$ cat config.mk
export PLATFORM = sky130hd
export DESIGN_NAME = marker_frame_pdr_monitor
export DESIGN_NICKNAME = d
export VERILOG_FILES = /design/src/design/mfpdr_pkg.sv /design/src/design/mfpdr_framer.sv /design/src/design/mfpdr_divider.sv /design/src/design/marker_frame_pdr_monitor.sv
export SDC_FILE = /design/constraint.sdc
export NUM_CORES = 1
export LEC_CHECK = 0
export BUFFER_PORTS_ARGS = -buffer_cell sky130_fd_sc_hd__clkbuf_2
export CELL_PAD_IN_SITES_DETAIL_PLACEMENT = 1
export CELL_PAD_IN_SITES_GLOBAL_PLACEMENT = 2
export CORE_AREA = 5 5 179 267
export CTS_BUF_LIST = sky130_fd_sc_hd__clkbuf_16
export DETAILED_ROUTE_END_ITERATION = 8
export DIE_AREA = 0 0 184 272
export GPL_ROUTABILITY_DRIVEN = 0
export PLACE_DENSITY = 0.85
export SETUP_SLACK_MARGIN = 0.05
export SYNTH_ARGS = -nofsm -noshare
export SYNTH_HDL_FRONTEND = slang
export SYNTH_SLANG_ARGS = --single-unit
export TNS_END_PERCENT = 10
$ cat constraint.sdc
create_clock -name clk -period 15.1 [get_ports clk]
set_input_delay 0 -clock clk [delete_from_list [all_inputs] [get_ports clk]]
set_output_delay 0 -clock clk [all_outputs]
set_load 0.03 [all_outputs]
$ cat src/design/mfpdr_pkg.sv
// Shared constants and types for the marker frame delivery-ratio monitor.
// Used by mfpdr_framer, mfpdr_divider and marker_frame_pdr_monitor.
package mfpdr_pkg;

  localparam int MaxPayload = 250;
  localparam int CountWidth = 32;
  localparam int RatioWidth = 20;
  localparam int SeqWidth = 8;
  localparam int ByteWidth = 8;
  localparam int ScaleWidth = 14;
  localparam int DividendWidth = CountWidth + ScaleWidth;
  localparam int DivCntWidth = $clog2(DividendWidth + 1);

  localparam logic [ByteWidth-1:0] SyncMark = 8'h7E;
  localparam logic [ByteWidth-1:0] PayloadReset = 8'd32;
  localparam logic [ScaleWidth-1:0] RatioScale = 14'd10000;
  localparam logic [RatioWidth-1:0] RatioMax = {RatioWidth{1'b1}};
  localparam logic [CountWidth-1:0] CountMax = {CountWidth{1'b1}};

  // Frame completion report from the framer to the top level.
  typedef struct packed {
    logic                 done;
    logic [SeqWidth-1:0]  seq;
    logic [ByteWidth-1:0] rssi;
  } frame_info_t;

endpackage

$ cat src/design/mfpdr_framer.sv
// Marker hunt and fixed-length frame tracking, one byte per transfer.
// Depends on mfpdr_pkg for widths, the marker value and frame_info_t.
module mfpdr_framer (
  input  logic                           clk,
  input  logic                           rst,
  input  logic                           byte_take,
  input  logic [mfpdr_pkg::ByteWidth-1:0] rx_byte,
  input  logic [mfpdr_pkg::ByteWidth-1:0] payload_length,
  output mfpdr_pkg::frame_info_t         info
);

  logic                            synced;
  logic [mfpdr_pkg::ByteWidth-1:0] byte_position;
  logic [mfpdr_pkg::SeqWidth-1:0]  frame_sequence;

  logic [mfpdr_pkg::ByteWidth-1:0] payload_clamped;
  logic [mfpdr_pkg::ByteWidth-1:0] frame_len;
  logic [mfpdr_pkg::ByteWidth-1:0] position_next;
  logic [mfpdr_pkg::SeqWidth-1:0]  seq_cur;
  logic                            last_byte;

  always_comb begin
    if (payload_length == '0) begin
      payload_clamped = mfpdr_pkg::ByteWidth'(1);
    end else if (payload_length > mfpdr_pkg::ByteWidth'(mfpdr_pkg::MaxPayload)) begin
      payload_clamped = mfpdr_pkg::ByteWidth'(mfpdr_pkg::MaxPayload);
    end else begin
      payload_clamped = payload_length;
    end
    frame_len     = payload_clamped + mfpdr_pkg::ByteWidth'(3);
    position_next = byte_position + mfpdr_pkg::ByteWidth'(1);
    seq_cur       = (byte_position == mfpdr_pkg::ByteWidth'(1)) ? rx_byte : frame_sequence;
    last_byte     = (position_next == '0) || (position_next >= frame_len);
  end

  assign info.done = byte_take && synced && last_byte;
  assign info.seq  = seq_cur;
  assign info.rssi = rx_byte;

  always_ff @(posedge clk) begin
    if (rst) begin
      synced         <= 1'b0;
      byte_position  <= '0;
      frame_sequence <= '0;
    end else if (byte_take) begin
      if (!synced) begin
        // drop everything but the marker
        if (rx_byte == mfpdr_pkg::SyncMark) begin
          synced        <= 1'b1;
          byte_position <= mfpdr_pkg::ByteWidth'(1);
        end
      end else begin
        frame_sequence <= seq_cur;
        if (last_byte) begin
          synced        <= 1'b0;
          byte_position <= '0;
        end else begin
          byte_position <= position_next;
        end
      end
    end
  end

endmodule

$ cat src/design/mfpdr_divider.sv
// Bit-serial restoring divider, one quotient bit per cycle, saturating quotient.
// Depends on mfpdr_pkg for dividend and quotient widths.
module mfpdr_divider (
  input  logic                               clk,
  input  logic                               rst,
  input  logic                               start,
  input  logic [mfpdr_pkg::DividendWidth-1:0] dividend,
  input  logic [mfpdr_pkg::SeqWidth:0]       divisor,
  input  logic                               take,
  output logic                               busy,
  output logic                               done,
  output logic [mfpdr_pkg::RatioWidth-1:0]   quotient
);

  localparam logic [1:0] StIdle = 2'd0;
  localparam logic [1:0] StRun  = 2'd1;
  localparam logic [1:0] StDone = 2'd2;

  logic [1:0]                         state;
  logic [mfpdr_pkg::DividendWidth-1:0] num;
  logic [mfpdr_pkg::SeqWidth:0]       den;
  logic [mfpdr_pkg::SeqWidth-1:0]     rem;
  logic [mfpdr_pkg::RatioWidth-1:0]   quo;
  logic                               ovf;
  logic [mfpdr_pkg::DivCntWidth-1:0]  cnt;

  logic [mfpdr_pkg::SeqWidth+1:0]     trial;
  logic                               fits;
  logic [mfpdr_pkg::SeqWidth+1:0]     trial_sub;

  always_comb begin
    trial     = {1'b0, rem, num[mfpdr_pkg::DividendWidth-1]};
    fits      = trial >= {1'b0, den};
    trial_sub = trial - {1'b0, den};
  end

  assign busy     = state != StIdle;
  assign done     = state == StDone;
  assign quotient = ovf ? mfpdr_pkg::RatioMax : quo;

  always_ff @(posedge clk) begin
    if (rst) begin
      state <= StIdle;
      cnt   <= '0;
    end else begin
      case (state)
        StIdle: begin
          if (start) begin
            state <= StRun;
            cnt   <= mfpdr_pkg::DivCntWidth'(mfpdr_pkg::DividendWidth);
          end
        end
        StRun: begin
          cnt <= cnt - mfpdr_pkg::DivCntWidth'(1);
          if (cnt == mfpdr_pkg::DivCntWidth'(1)) begin
            state <= StDone;
          end
        end
        StDone: begin
          if (take) begin
            state <= StIdle;
          end
        end
        default: begin
          state <= StIdle;
        end
      endcase
    end
  end

  always_ff @(posedge clk) begin
    if (state == StIdle && start) begin
      num <= dividend;
      den <= divisor;
      rem <= '0;
      quo <= '0;
      ovf <= 1'b0;
    end else if (state == StRun) begin
      num <= {num[mfpdr_pkg::DividendWidth-2:0], 1'b0};
      rem <= fits ? trial_sub[mfpdr_pkg::SeqWidth-1:0] : trial[mfpdr_pkg::SeqWidth-1:0];
      quo <= {quo[mfpdr_pkg::RatioWidth-2:0], fits};
      ovf <= ovf | quo[mfpdr_pkg::RatioWidth-1];
    end
  end

endmodule

$ cat src/design/marker_frame_pdr_monitor.sv
// Marker-synced frame receiver with frame counter and delivery ratio output.
// Bytes that do not end a frame are taken whenever no division is in flight.
// The last byte of a frame starts a bit-serial divider that steps through the
// 46 dividend bits in turn; the result then moves to the output register once
// that register is free, and only after that move is the next byte taken.
// Sync active-high reset: hunting, counters cleared, payload length 32.
module marker_frame_pdr_monitor (
  input  logic                               clk,
  input  logic                               rst,
  // configuration write channel
  input  logic                               cfg_valid,
  output logic                               cfg_ready,
  input  logic [mfpdr_pkg::ByteWidth-1:0]     payload_length,
  // byte input channel
  input  logic                               in_valid,
  output logic                               in_ready,
  input  logic [mfpdr_pkg::ByteWidth-1:0]     rx_byte,
  // result channel
  output logic                               out_valid,
  input  logic                               out_ready,
  output logic [mfpdr_pkg::SeqWidth-1:0]      sequence_res,
  output logic [mfpdr_pkg::ByteWidth-1:0]     rssi_raw,
  output logic [mfpdr_pkg::ByteWidth:0]       loss_db,
  output logic [mfpdr_pkg::CountWidth-1:0]    received_total,
  output logic [mfpdr_pkg::SeqWidth:0]        expected_total,
  output logic [mfpdr_pkg::RatioWidth-1:0]    ratio_hundredths
);

  logic [mfpdr_pkg::ByteWidth-1:0] payload_reg;

  logic [mfpdr_pkg::CountWidth-1:0] frame_count;
  logic [mfpdr_pkg::SeqWidth-1:0]   highest_sequence;

  // values of the frame under division, held until moved to the outputs
  logic [mfpdr_pkg::SeqWidth-1:0]   seq_hold;
  logic [mfpdr_pkg::ByteWidth-1:0]  rssi_hold;
  logic [mfpdr_pkg::CountWidth-1:0] total_hold;
  logic [mfpdr_pkg::SeqWidth:0]     expected_hold;

  mfpdr_pkg::frame_info_t           info;
  logic                             byte_take;
  logic [mfpdr_pkg::CountWidth-1:0] frame_count_next;
  logic [mfpdr_pkg::SeqWidth-1:0]   highest_next;
  logic [mfpdr_pkg::SeqWidth:0]     expected_next;
  logic [mfpdr_pkg::DividendWidth-1:0] scaled_count;

  logic                             div_busy;
  logic                             div_done;
  logic                             div_take;
  logic [mfpdr_pkg::RatioWidth-1:0] div_quotient;

  // Configuration is always taken; hold the register until the next write.
  assign cfg_ready = 1'b1;

  always_ff @(posedge clk) begin
    if (rst) begin
      payload_reg <= mfpdr_pkg::PayloadReset;
    end else if (cfg_valid) begin
      payload_reg <= payload_length;
    end
  end

  // Bytes are taken whenever no ratio computation is in flight; a result
  // parked in the output register does not stall bytes that end no frame.
  assign in_ready  = !div_busy;
  assign byte_take = in_valid && in_ready;

  mfpdr_framer u_framer (
    .clk            (clk),
    .rst            (rst),
    .byte_take      (byte_take),
    .rx_byte        (rx_byte),
    .payload_length (payload_reg),
    .info           (info)
  );

  always_comb begin
    frame_count_next = (frame_count != mfpdr_pkg::CountMax)
                       ? frame_count + mfpdr_pkg::CountWidth'(1) : frame_count;
    highest_next     = (info.seq > highest_sequence) ? info.seq : highest_sequence;
    expected_next    = {1'b0, highest_next} + (mfpdr_pkg::SeqWidth + 1)'(1);
    // count * 10000 is a constant multiply; the product lands in the divider's
    // shift register
    scaled_count     = mfpdr_pkg::DividendWidth'(frame_count_next)
                       * mfpdr_pkg::DividendWidth'(mfpdr_pkg::RatioScale);
  end

  // Advance the counters and capture the frame fields on its last byte.
  always_ff @(posedge clk) begin
    if (rst) begin
      frame_count      <= '0;
      highest_sequence <= '0;
    end else if (info.done) begin
      frame_count      <= frame_count_next;
      highest_sequence <= highest_next;
    end
  end

  always_ff @(posedge clk) begin
    if (info.done) begin
      seq_hold      <= info.seq;
      rssi_hold     <= info.rssi;
      total_hold    <= frame_count_next;
      expected_hold <= expected_next;
    end
  end

  mfpdr_divider u_divider (
    .clk      (clk),
    .rst      (rst),
    .start    (info.done),
    .dividend (scaled_count),
    .divisor  (expected_next),
    .take     (div_take),
    .busy     (div_busy),
    .done     (div_done),
    .quotient (div_quotient)
  );

  // Move a finished result into the output register once it is free.
  assign div_take = div_done && (!out_valid || out_ready);

  always_ff @(posedge clk) begin
    if (rst) begin
      out_valid <= 1'b0;
    end else if (div_take) begin
      out_valid <= 1'b1;
    end else if (out_ready) begin
      out_valid <= 1'b0;
    end
  end

  always_ff @(posedge clk) begin
    if (div_take) begin
      sequence_res     <= seq_hold;
      rssi_raw         <= rssi_hold;
      loss_db          <= (mfpdr_pkg::ByteWidth + 1)'(256) - {1'b0, rssi_hold};
      received_total   <= total_hold;
      expected_total   <= expected_hold;
      ratio_hundredths <= div_quotient;
    end
  end

endmodule

==> summary.md <==
| Metric | Value |
|---|---|
| WS Path Type | `flop to flop` |
| GRT overflow | `0` |
| Avg Inst Size Synth | `between 10 and 15 um^2` |
| Tot GR Track Use | `16.8%` |
| Crit. End Element | `flop` |
| DR top layer | `met4` |
| Row cnt | `96` |
| DIE AREA | `0.0500 mm^2` |
| Leakage power | `9.02 nW` |
| Startpoint Class | `flop` |
| Core Region | `around 0.045 mm^2` |
| Post-synth top flop | `edfxtp_1` |
| CTS Buffer Depth | `3` |
| Fmax | `129 MHz` |
| Min Clock Period, post-route | `7.76 ns` |
| Max-capacitance violation count | `0` |
| Max rail drop VDD | `0.0616 mV` |
| Pwr Density | `80.0 mW/mm^2` |
| Layout cells sized above 1 | `12.6%` |
| Slew Limit Fails | `0` |
| Largest net degree at the start of global routing | `77` |
| Setup TNS | `0 ns` |
| Met3 WL | `1.13 mm` |
| Worst rel slew slack | `19.4%` |
| Setup Viol. Count Final | `0` |
| Routed via count | `12300` |
| Via count of the first global-routing pass | `13300` |
| Ant. Diodes | `0` |
| CP arrival | `8.06 ns` |
| Worst-Skew Late Latency | `0.57 ns` |
| Drt drc | `0` |
| First-pass GRT wire length | `68.8 mm` |
| Post-cts sizing count | `0` |
| Critical Path RT | `~15 ns` |
| Initial antenna violation count | `0` |
| Detailed Route Iter0 Violations | `445` |
| Port buffer count | `about 110` |
| Initial core utilization | `39.1%` |
| Total CTS buffers | `29` |
| Most flops, register | `u_divider.num` |
| Num Clock Sinks | `296` |
| Post-Route M1 WL | `16.7 mm` |
| Final Hold Viols | `0` |
| RSZ-0062 raised after global routing | `no` |
| Crit Path Max Fanout | `10` |
| Routed vias/inst | `5.08` |
| Clk_skew | `0.0137 ns` |
| IO Count | `110` |
| Max FFs per register | `42` |
| WL final | `42.5 mm` |
| Filler cells | `5013` |
| Status | `finished clean` |
| Postcts setup bufs | `0` |
| Multi-input gate area | `0.00894 mm^2` |
| Met2 wire length | `around 23 mm` |
| WL/cell | `between 15 and 20 um` |
| Die width | `184 um` |
| Final ANT Viol Nets | `0` |
| Worst Hold Class | `primary input to flop` |
| Netlist cell types | `between 70 and 80` |
| Final cycle utilization of the critical path | `roughly half` |
| Cts hold-fix bufs | `26` |
| Async SR Flop Fraction | `0%` |
| First-pass iteration count of the detailed router | `4` |
| Area added between synthesis and finish | `13.3%` |
| Cell area after synthesis | `0.0178 mm^2` |
| Setup ws final | `7.34 ns` |
| Clock transition at path regs | `0.07 ns` |
| CTS tree | `built` |
| Root buffer cell | `clkbuf_16` |
| Post-synth EDFFs | `193` |
| Mapped Cells | `1687` |
| H-tree depth | `1` |
| Register area | `0.00786 mm^2` |
| Final HPWL DP | `32.3 mm` |
| Worst-Margin Slew | `1.21 ns` |
| Layout Nets | `2065` |
| #FFs+latches synth | `296` |
| Syn. warnings | `0` |
| Die H | `between 200 and 300 um` |
| Syn nets | `~1900` |
| Dpl ws | `7.27 ns` |
| Sequential area share after synthesis | `approximately 44%` |
synthesized netlist by cell type, drive strengths merged (3+ instances only):
master    n  share of area, %
a211oi   15              0.66
a21o     35               1.5
a21oi    65               1.8
a22oi     7              0.30
a31oi     8              0.28
a41oi     4              0.20
and2      7              0.25
and3      9              0.32
and4      3              0.16
buf      18              0.51
clkbuf   38              0.81
dfxtp   103                12
edfxtp  193                33
fa       83               9.4
ha      152                11
inv     202               4.3
mux2     12              0.76
mux2i    15              0.84
nand2   163               3.5
nand2b   10              0.35
nand3    46               1.4
nand4    20              0.87
nor2    134               2.9
nor2b    11              0.39
nor3     30              0.90
nor4      4              0.14
nor4b     4              0.40
o211ai    3              0.13
o21a     10              0.42
o21ai    92               2.6
o21bai    7              0.30
o31a      5              0.25
o31ai     6              0.39
o41ai     3              0.23
or2      22              0.77
or3       7              0.25
xnor2    65               3.2
xor2     53               2.6
routing by layer:
layer | track usage, % | vias to the layer above
met4 | 6.25 | 0
met1 | 18.9 | 6037
met2 | 32.2 | 180
li1 | - | 6000
met5 | 0 | -
met3 | 1.75 | 71
cell families after synthesis:
kind of cell / synth area share (%)
compound gates: 9.89
xor+xnor: 5.82
fa+ha+maj: 20.1
buf+inv: 5.58
other cells: 0.0211
flops: 44.2
mux: 1.61
simple gates: 12.8
layout make-up:
| cell class | count | area share (%) |
|---|---|---|
| sequential | 296 | 39.0 |
| clock buffer | 29 | 3.60 |
| inverter | 202 | 3.78 |
| timing repair buffer | 147 | 4.46 |
| clock inverter | 24 | 1.07 |
| tap | 588 | 3.65 |
| multi-input combinational | 1133 | 44.4 |
layout by cell type (no fill, tap or decap), types with 4 or more instances in the layout:
cell and count:
a211oi_1 14, a21o_1 35, a21oi_1 65, a22oi_1 7
a31oi_1 8, a41oi_1 4, and2_1 7, and3_1 9
buf_4 13, clkbuf_16 29, clkbuf_2 108, clkinv_1 4
clkinv_2 4, clkinvlp_4 5, dfxtp_1 103, dlygate4sd3_1 26
edfxtp_1 193, fa_1 83, ha_1 152, inv_1 203
mux2_2 12, mux2i_1 15, nand2_1 161, nand2b_1 10
nand3_1 43, nand4_1 18, nor2_1 133, nor2b_1 9
nor3_1 28, nor4_1 4, o21a_1 10, o21ai_0 89
o21bai_1 7, o31a_1 5, or2_2 22, or3_1 7
xnor2_1 65, xor2_1 53
path summary, 6_finish.rpt:
| check | cells past startpoint | slack (ns) | to | startpoint |
|---|---|---|---|---|
| max reg2reg | 25 | 7.34 | u_divider.num[41] | frame_count[0] |
| min | 3 | 0.16 | highest_sequence[2] | rst |
| max | 25 | 7.34 | u_divider.num[41] | frame_count[0] |
| min reg2reg | 0 | 0.42 | received_total[31] | total_hold[31] |
power breakdown:
group / total (mW) / internal (mW) / switching (mW)
clock: 0.729 / 0.404 / 0.325
sequential: 0.856 / 0.854 / 0.00216
combinational: 0.0261 / 0.0128 / 0.0133
total: 1.61 / 1.27 / 0.341
per-stage QoR:
step | hold WS [ns] | utilization [%] | instance area [um^2] | total power, mW | instances
detailed placement | 0.226 | 41.7 | 18900 | 0.894 | 2340
floorplan | 0.0989 | - | 17800 | 0.886 | 1687
finish | 0.156 | 44.3 | 20100 | 1.61 | 2419
global placement | 0.219 | 41.7 | 18900 | 0.893 | 2340
global route | 0.160 | 44.3 | 20100 | 1.67 | 2419
CTS | 0.133 | 44.3 | 20100 | 1.64 | 2419
worst max-delay path, cell delays in order, from the launching register on:
cell	delay, ns
dfxtp_1	0.35
ha_1	0.26
and3_1	0.20
nor4b_2	0.18
nand4_4	0.16
nor4b_4	0.40
nor2b_1	0.53
nand2_1	0.19
xnor2_1	0.74
fa_1	0.56
ha_1	0.32
fa_1	0.46
ha_1	0.29
inv_1	0.05
fa_1	0.49
inv_1	0.04
ha_1	0.43
a21o_1	0.23
a31o_2	0.23
a21o_1	0.17
a221o_1	0.28
a21oi_1	0.18
o31ai_2	0.13
a41oi_1	0.36
xor2_1	0.18
o21ai_1	0.07
Note: power is estimated with default switching activity, not from simulation.
